`src/hw/rtl/lif_neuron_layer_core_assert.svh`:
```
// Assertion macros shared by the LIF neuron layer RTL.
`ifndef LIF_NEURON_LAYER_CORE_ASSERT_SVH
`define LIF_NEURON_LAYER_CORE_ASSERT_SVH
`ifndef ASSERT_OFF
// Check an implication on every rising clock edge outside reset.
`define LIF_ASSERT_IMPL(label, clk, rst_n, ante, cons, msg) \
  label: assert property (@(posedge clk) disable iff (!(rst_n)) (ante) |-> (cons)) \
    else $error(msg);
// Check an implication whose consequent is checked in the following cycle, outside reset.
`define LIF_ASSERT_NEXT(label, clk, rst_n, ante, cons, msg) \
  label: assert property (@(posedge clk) disable iff (!(rst_n)) (ante) |=> (cons)) \
    else $error(msg);
`else
`define LIF_ASSERT_IMPL(label, clk, rst_n, ante, cons, msg)
`define LIF_ASSERT_NEXT(label, clk, rst_n, ante, cons, msg)
`endif
`endif

```
`src/hw/rtl/lifnl_pkg.sv`:
```
// Shared constants, types and helper functions of the LIF neuron layer.
`timescale 1ns / 1ps
package lifnl_pkg;

  // Sizes of the neuron state store (NEURONS is a power of two)
  localparam int NEURONS    = 256;
  localparam int IDX_BITS   = $clog2(NEURONS);
  localparam int NIDX_BITS  = 8;
  localparam int VALUE_BITS = 24;
  localparam int FRAC_BITS  = 16;
  localparam int DECAY_BITS = 16;
  localparam int PROD_BITS  = VALUE_BITS + DECAY_BITS;
  localparam int CFG_IDX_BITS  = 2;
  localparam int CFG_DATA_BITS = 24;

  // Pipeline stages that hold an item before its state is written back
  localparam int STAGES = 3;
  localparam int STG_A  = 0;
  localparam int STG_B  = 1;
  localparam int STG_C  = 2;

  // Configuration register indexes
  localparam logic [CFG_IDX_BITS-1:0] REG_SYN_DECAY  = 2'd0;
  localparam logic [CFG_IDX_BITS-1:0] REG_MEM_DECAY  = 2'd1;
  localparam logic [CFG_IDX_BITS-1:0] REG_FIRE_THRES = 2'd2;

  typedef logic [VALUE_BITS-1:0] value_t;
  typedef logic [DECAY_BITS-1:0] decay_t;
  typedef logic [IDX_BITS-1:0]   addr_t;
  typedef logic [NIDX_BITS-1:0]  nidx_t;

  localparam value_t VALUE_MAX = '1;
  localparam value_t VALUE_ONE = value_t'(1) << FRAC_BITS;

  localparam decay_t SYN_DECAY_RST  = 16'd52429;
  localparam decay_t MEM_DECAY_RST  = 16'd58982;
  localparam value_t FIRE_THRES_RST = 24'd65536;

  // Per-neuron state word
  typedef struct packed {
    value_t cur;
    value_t mem;
  } state_t;

  // State write-back request
  typedef struct packed {
    logic   en;
    addr_t  addr;
    state_t data;
  } state_wr_t;

  // Occupancy of the stages ahead of write-back
  typedef struct packed {
    logic [STAGES-1:0]             valid;
    logic [STAGES-1:0][IDX_BITS-1:0] addr;
  } busy_t;

  // Add two values, saturating at the maximum
  function automatic value_t sat_add(value_t a, value_t b);
    logic [VALUE_BITS:0] s;
    s = {1'b0, a} + {1'b0, b};
    return s[VALUE_BITS] ? VALUE_MAX : s[VALUE_BITS-1:0];
  endfunction

endpackage

```
`src/hw/rtl/lifnl_datapath.sv`:
```
// Four-stage decay, integrate and fire pipeline of the LIF neuron layer.
`timescale 1ns / 1ps
`include "lif_neuron_layer_core_assert.svh"
module lifnl_datapath (
  input  logic                clk_i,
  input  logic                rst_ni,
  // Accepted request and its state read, aligned with stage A
  input  logic                in_valid_i,
  output logic                in_ready_o,
  input  lifnl_pkg::nidx_t    in_idx_i,
  input  logic                in_spike_i,
  input  logic                in_first_i,
  input  lifnl_pkg::state_t   rd_state_i,
  // Configuration
  input  lifnl_pkg::decay_t   syn_decay_i,
  input  lifnl_pkg::decay_t   mem_decay_i,
  input  lifnl_pkg::value_t   fire_thres_i,
  // Result
  output logic                out_valid_o,
  input  logic                out_ready_i,
  output lifnl_pkg::nidx_t    out_idx_o,
  output logic                out_spike_o,
  output lifnl_pkg::value_t   out_level_o,
  // State write-back and stage occupancy
  output lifnl_pkg::state_wr_t wr_o,
  output lifnl_pkg::busy_t     busy_o
);

  // Stage registers
  logic              a_valid_q, b_valid_q, c_valid_q, d_valid_q;
  lifnl_pkg::nidx_t  a_idx_q, b_idx_q, c_idx_q, d_idx_q;
  logic              a_spike_q, a_first_q, b_spike_q;
  lifnl_pkg::value_t b_pc_q, b_pm_q, c_pm_q, c_cur_q;
  logic              d_spike_q;
  lifnl_pkg::value_t d_level_q;

  logic a_ready, b_ready, c_ready, d_ready;

  logic [lifnl_pkg::PROD_BITS-1:0] a_pc, a_pm;
  lifnl_pkg::value_t a_old_cur, a_old_mem;
  lifnl_pkg::value_t b_cur;
  lifnl_pkg::value_t c_sum, c_mem;
  logic              c_fire;

  // Backpressure chain from the output register
  assign d_ready    = !d_valid_q || out_ready_i;
  assign c_ready    = !c_valid_q || d_ready;
  assign b_ready    = !b_valid_q || c_ready;
  assign a_ready    = !a_valid_q || b_ready;
  assign in_ready_o = a_ready;

  // Stage A: drop old state on a first step, decay both values
  assign a_old_cur = a_first_q ? '0 : rd_state_i.cur;
  assign a_old_mem = a_first_q ? '0 : rd_state_i.mem;
  assign a_pc = {{lifnl_pkg::DECAY_BITS{1'b0}}, a_old_cur}
              * {{lifnl_pkg::VALUE_BITS{1'b0}}, syn_decay_i};
  assign a_pm = {{lifnl_pkg::DECAY_BITS{1'b0}}, a_old_mem}
              * {{lifnl_pkg::VALUE_BITS{1'b0}}, mem_decay_i};

  // Stage B: integrate the input spike into the current
  assign b_cur = lifnl_pkg::sat_add(b_pc_q, b_spike_q ? lifnl_pkg::VALUE_ONE : '0);

  // Stage C: integrate current into the membrane, fire and clear
  assign c_sum  = lifnl_pkg::sat_add(c_pm_q, c_cur_q);
  assign c_fire = (c_sum >= fire_thres_i);
  assign c_mem  = c_fire ? '0 : c_sum;

  // Valid bits
  always_ff @(posedge clk_i or negedge rst_ni) begin
    if (!rst_ni) begin
      a_valid_q <= 1'b0;
      b_valid_q <= 1'b0;
      c_valid_q <= 1'b0;
      d_valid_q <= 1'b0;
    end else begin
      if (a_ready) a_valid_q <= in_valid_i;
      if (b_ready) b_valid_q <= a_valid_q;
      if (c_ready) c_valid_q <= b_valid_q;
      if (d_ready) d_valid_q <= c_valid_q;
    end
  end

  // Payload, advanced with the stage it belongs to
  always_ff @(posedge clk_i) begin
    if (a_ready && in_valid_i) begin
      a_idx_q   <= in_idx_i;
      a_spike_q <= in_spike_i;
      a_first_q <= in_first_i;
    end
    if (b_ready && a_valid_q) begin
      b_idx_q   <= a_idx_q;
      b_spike_q <= a_spike_q;
      b_pc_q    <= a_pc[lifnl_pkg::PROD_BITS-1:lifnl_pkg::FRAC_BITS];
      b_pm_q    <= a_pm[lifnl_pkg::PROD_BITS-1:lifnl_pkg::FRAC_BITS];
    end
    if (c_ready && b_valid_q) begin
      c_idx_q <= b_idx_q;
      c_pm_q  <= b_pm_q;
      c_cur_q <= b_cur;
    end
    if (d_ready && c_valid_q) begin
      d_idx_q   <= c_idx_q;
      d_spike_q <= c_fire;
      d_level_q <= c_mem;
    end
  end

  // Write back as the item leaves stage C
  assign wr_o.en       = c_valid_q && d_ready;
  assign wr_o.addr     = c_idx_q[lifnl_pkg::IDX_BITS-1:0];
  assign wr_o.data.cur = c_cur_q;
  assign wr_o.data.mem = c_mem;

  // Report stages whose state is not yet written
  always_comb begin
    busy_o = '0;
    busy_o.valid[lifnl_pkg::STG_A] = a_valid_q;
    busy_o.valid[lifnl_pkg::STG_B] = b_valid_q;
    busy_o.valid[lifnl_pkg::STG_C] = c_valid_q;
    busy_o.addr[lifnl_pkg::STG_A]  = a_idx_q[lifnl_pkg::IDX_BITS-1:0];
    busy_o.addr[lifnl_pkg::STG_B]  = b_idx_q[lifnl_pkg::IDX_BITS-1:0];
    busy_o.addr[lifnl_pkg::STG_C]  = c_idx_q[lifnl_pkg::IDX_BITS-1:0];
  end

  assign out_valid_o = d_valid_q;
  assign out_idx_o   = d_idx_q;
  assign out_spike_o = d_spike_q;
  assign out_level_o = d_level_q;

  `LIF_ASSERT_IMPL(a_fire_clears, clk_i, rst_ni, d_valid_q && d_spike_q, d_level_q == '0,
                   "fired neuron reports nonzero membrane")
  `LIF_ASSERT_IMPL(a_out_from_c, clk_i, rst_ni, $rose(d_valid_q), $past(c_valid_q),
                   "result appeared without an item in stage C")
  `LIF_ASSERT_NEXT(a_wr_to_out, clk_i, rst_ni, wr_o.en, d_valid_q,
                   "written-back item did not reach the output register")

endmodule

```
`config.mk`:
```
export PLATFORM = sky130hd
export DESIGN_NAME = lifnl_datapath
export DESIGN_NICKNAME = d
export VERILOG_FILES = /design/src/hw/rtl/lifnl_pkg.sv /design/src/hw/rtl/lifnl_datapath.sv
export VERILOG_INCLUDE_DIRS = /design/src /design/src/hw/rtl
export SDC_FILE = /design/constraint.sdc
export NUM_CORES = 2
export LEC_CHECK = 0
export BUFFER_PORTS_ARGS = -buffer_cell sky130_fd_sc_hd__buf_2
export CAP_MARGIN = 15
export CORE_MARGIN = 10
export CORE_UTILIZATION = 60
export CTS_BUF_LIST = sky130_fd_sc_hd__clkbuf_8 sky130_fd_sc_hd__clkbuf_16
export DETAILED_ROUTE_END_ITERATION = 10
export HOLD_SLACK_MARGIN = 0.02
export PLACE_DENSITY = 0.8
export SYNTH_ARGS = -nofsm -noshare
export SYNTH_HDL_FRONTEND = slang
export SYNTH_SLANG_ARGS = --single-unit
```
`constraint.sdc`:
```
create_clock -name clk_i -period 13.5 [get_ports clk_i]
set_clock_uncertainty 0.15 [all_clocks]
set_input_delay 2.025 -clock clk_i [delete_from_list [all_inputs] [get_ports clk_i]]
set_output_delay 2.025 -clock clk_i [all_outputs]
set_load 0.02 [all_outputs]
```
==> flow_metrics.py <==
metrics = {
    "worst_setup_path": {
        "cpMaxStageDelayCell": "sky130_fd_sc_hd__o31ai_2",
        "critPathTopFamily": "compound AO/OA/AOI/OAI gates",
        "cp_num_buf_inv": 2,
        "cp_data_required_time_ns": 11.32,
        "critical_path_class": "reg2out",
        "timing.critical_path.cells": "ha_1, inv_1, fa_1, nor2b_1, o21a_1, o21ai_1, a211o_1, a211oi_2, nor3_2, o31ai_2, nor2_1, ha_1, nand2b_1, a21o_1, a21o_1, a21o_1, a21o_1, a21oi_1, o21ai_0, a22o_1, a311oi_1, buf_2",
        "crit_fanout": 25,
        "cp_slowest_stage_delay_ns": 0.70,
        "critical_path.endpoint_type": "primary output",
        "critical_path_arrival_ns": 6.15,
        "cpMostUsedCell": "sky130_fd_sc_hd__a21o_1",
        "cp-start-kind": "register",
    },
    "cts": {
        "clock_root_cell": "sky130_fd_sc_hd__clkbuf_16",
        "clkLatencyLatePin_ns": 0.41,
        "htree_levels": 4,
        "postCtsSetupBuffers": 0,
        "cts_buffer_depth": 2,
        "cts-resized-gates": 0,
        "cts-hold-fix-buffers": 0,
        "tritoncts": "built",
        "clock_sink_count": 160,
        "cts_buffers": 17,
        "clkTransAtPathRegs_ns": 0.07,
    },
    "grt": {
        "grt_overflow_total": 0,
        "grt_start_max_net_pins": 54,
        "grtUsageMet2": 0.4337,
        "grt_pass1_vias": 24540,
        "grt_pass1_wl_microns": 126100,
        "antenna_found_initial": 1,
        "grt.met1_usage": 0.3361,
        "grt_met3_usage": 0.04537,
        "global_route.peak_usage_layer": "met2",
        "grt_usage": 0.2578,
    },
    "run": {
        "maxCapViolations": 0,
    },
    "drt": {
        "wirelength_microns": 77150,
        "drt_iter0_markers": 1470,
        "ant_nets": 0,
        "routed_via_density": 5.531,
        "num_vias": 22880,
        "routed_wire_length_per_instance_microns": 18.65,
        "dr.pass1.iters": 6,
        "drc": 0,
    },
    "pwr": {
        "total_leakage_power_nw": 16.78,
        "p_per_area_nw_per_um2": 187.5,
        "power.total_mw": 6.302,
        "max_ir_drop_vdd_mv": 0.1890,
    },
    "final_layout": {
        "layout-drive-gt1-share": 0.09983,
        "nFillCells": 4028,
        "antenna_cells": 0,
        "layout.nets": 4440,
        "finish.cell_count_without_fillers": 4136,
        "area_growth_syn_to_layout_pct": 7.818,
    },
    "synth": {
        "post_synth.cell_area_avg_sq_um": 9.511,
        "synth_enable_flop_cells": 156,
        "synth_seq_area_share": 0.1535,
        "synth_cell_types": 77,
        "synth.yosys.warnings": 0,
        "synthesized_net_count": 4275,
        "ys_async_sr_fraction": 0.02500,
        "mappedNetlistArea_sq_um": 31180,
        "postSynthCellCount": 3278,
        "synthFlopType": "sky130_fd_sc_hd__edfxtp_1",
        "synth_seq_cells": 160,
    },
    "floorplanning": {
        "placementRows": 83,
        "dieArea_sq_um": 61480,
        "die_x_microns": 247.9,
        "core_area_sq_um": 51410,
        "starting_density_of_the_core": 0.6065,
        "boundaryPins": 237,
        "die_h_microns": 247.9,
    },
    "place": {
        "io_buffer_count": 236,
        "gpl.final_weighted_congestion": 0.8859,
        "place.detailed.hpwl_microns": 61090,
        "post-place-cells": 4104,
    },
    "timing": {
        "crit_share_post_route": 0.6167,
        "final-hold-violation-count": 0,
        "setup_tns_ns": 0,
        "worst_slew_margin_rel": 0.2122,
        "setup_viol": 0,
        "post-route-min-period_ns": 8.325,
        "max_freq_ghz": 0.1201,
        "worst_slew_pin_slew_ns": 1.167,
        "timing_max_transition_violations_final": 0,
        "rsz_0062_raised_after_global_routing": "false",
    },
    "min_path": {
        "holdCritPathClass": "reg2reg",
    },
    "status": {
        "outcome": "complete, no violations",
    },
}
-- cells by family after synthesis --
group	Yosys count	share of synthesized area
buf+inv	871	0.1066
flops	160	0.1535
xor+xnor	64	0.01798
fa+ha+maj	879	0.4999
mux	1	0.0003211
simple gates	1056	0.1666
compound gates	247	0.05514
-- where the power goes --
part	total [mW]	leakage [nW]	switching [mW]	internal (mW)
Clock	0.489	0.292	0.210	0.279
Sequential	0.995	1.56	0.0781	0.917
Combinational	4.82	14.9	2.92	1.90
Total	6.30	16.8	3.21	3.10
-- area by class of cell --
class	instances	area (sq um)	share of cell area
multi-input combinational	2247	23080	0.6867
sequential	160	4785	0.1423
inverter	731	2744	0.08163
timing repair buffer	286	1556	0.04631
tap	680	850.8	0.02531
clock buffer	17	425.4	0.01266
clock inverter	15	171.4	0.005100
-- synthesized netlist by cell type, types with 22 or more instances --
library cell               instances  share of area
sky130_fd_sc_hd__ha_1            268           0.11
sky130_fd_sc_hd__inv_1           731          0.088
sky130_fd_sc_hd__xor2_1           22         0.0062
sky130_fd_sc_hd__edfxtp_1        156           0.15
sky130_fd_sc_hd__nor2_1           62         0.0075
sky130_fd_sc_hd__a21oi_1          75          0.012
sky130_fd_sc_hd__xnor2_1          42          0.012
sky130_fd_sc_hd__nor2b_1          63          0.013
sky130_fd_sc_hd__a21o_1           56          0.013
sky130_fd_sc_hd__clkbuf_1        124          0.015
sky130_fd_sc_hd__nand2b_1         27         0.0054
sky130_fd_sc_hd__o21ai_0          27         0.0043
sky130_fd_sc_hd__fa_1            611           0.39
sky130_fd_sc_hd__and2_1          311          0.062
sky130_fd_sc_hd__nand2_1         508          0.061
-- path summary, 6_finish.rpt --
path	startpoint	end	cells after the start	slack (ns)
max	c_cur_q[0]$_SDFFCE_PP1P_	wr_o[22]	22	5.18
min	b_pm_q[15]$_DFFE_PP_	c_pm_q[15]$_DFFE_PP_	0	0.27
max reg2reg	a_first_q$_DFFE_PP_	b_pm_q[17]$_DFFE_PP_	24	5.76
min reg2reg	b_pm_q[15]$_DFFE_PP_	c_pm_q[15]$_DFFE_PP_	0	0.27
max in group asynchronous	rst_ni	b_valid_q$_DFFE_PN0P_	1	11.82
min in group asynchronous	rst_ni	out_valid_o$_DFFE_PN0P_	1	1.25
-- registers in the layout, indices dropped and copies added (netlist names), 8 cells and up --
register,cells
a_idx_q,8
b_idx_q,8
c_pm_q,24
c_cur_q,24
out_level_o,24
out_idx_o,8
c_idx_q,8
b_pm_q,24
b_pc_q,24
-- stage by stage --
step / hold slack, ns / utilization / worst slack (ns) / instance area [sq um]
final: 0.2665 / 0.6539 / 5.175 / 33610
after floorplan: 0.2503 / - / 5.335 / 31180
after global placement: 0.2514 / 0.6423 / 5.083 / 33020
after detailed placement: 0.2554 / 0.6423 / 4.963 / 33020
after CTS: 0.2670 / 0.6539 / 5.120 / 33610
after global routing: 0.2748 / 0.6539 / 4.733 / 33610
-- layout by cell type, fill, tap and decap left out, drive strengths merged, types with 5 or more instances in the layout --
master | synthesis | final
a21oi | 76 | 76
fa | 611 | 611
ha | 268 | 268
clkbuf | 124 | 17
and2 | 311 | 311
nand2b | 28 | 28
xor2 | 22 | 22
a31oi | 6 | 6
nor2b | 63 | 63
and3 | 15 | 15
o211ai | 5 | 5
nor3 | 12 | 12
nor2 | 63 | 63
nand4 | 21 | 21
clkinv | 0 | 5
a21o | 56 | 56
nand3 | 15 | 15
o21bai | 9 | 9
xnor2 | 42 | 42
edfxtp | 156 | 156
o21a | 13 | 13
o21ai | 33 | 33
nand2 | 508 | 508
a211o | 6 | 6
inv | 731 | 738
a211oi | 7 | 7
buf | 16 | 286
-- routing by layer --
metal  vias up  part of all wire
li1      10210                 -
met1     11480              0.39
met2      1004              0.48
met3       183             0.091
met4         2             0.030
met5         -           0.00012
-- worst reg2reg max path: cells and delay by family, from the launching register on --
| kind | cells | cell delay, ns |
|---|---|---|
| adder cells (fa/ha/maj) | 7 | 3.27 |
| AND/OR/NAND/NOR | 6 | 1.23 |
| buffers and inverters | 6 | 1.00 |
| AO/OA/AOI/OAI | 5 | 1.00 |
| flip-flops | 1 | 0.85 |
(Power assumes the default switching activity.)
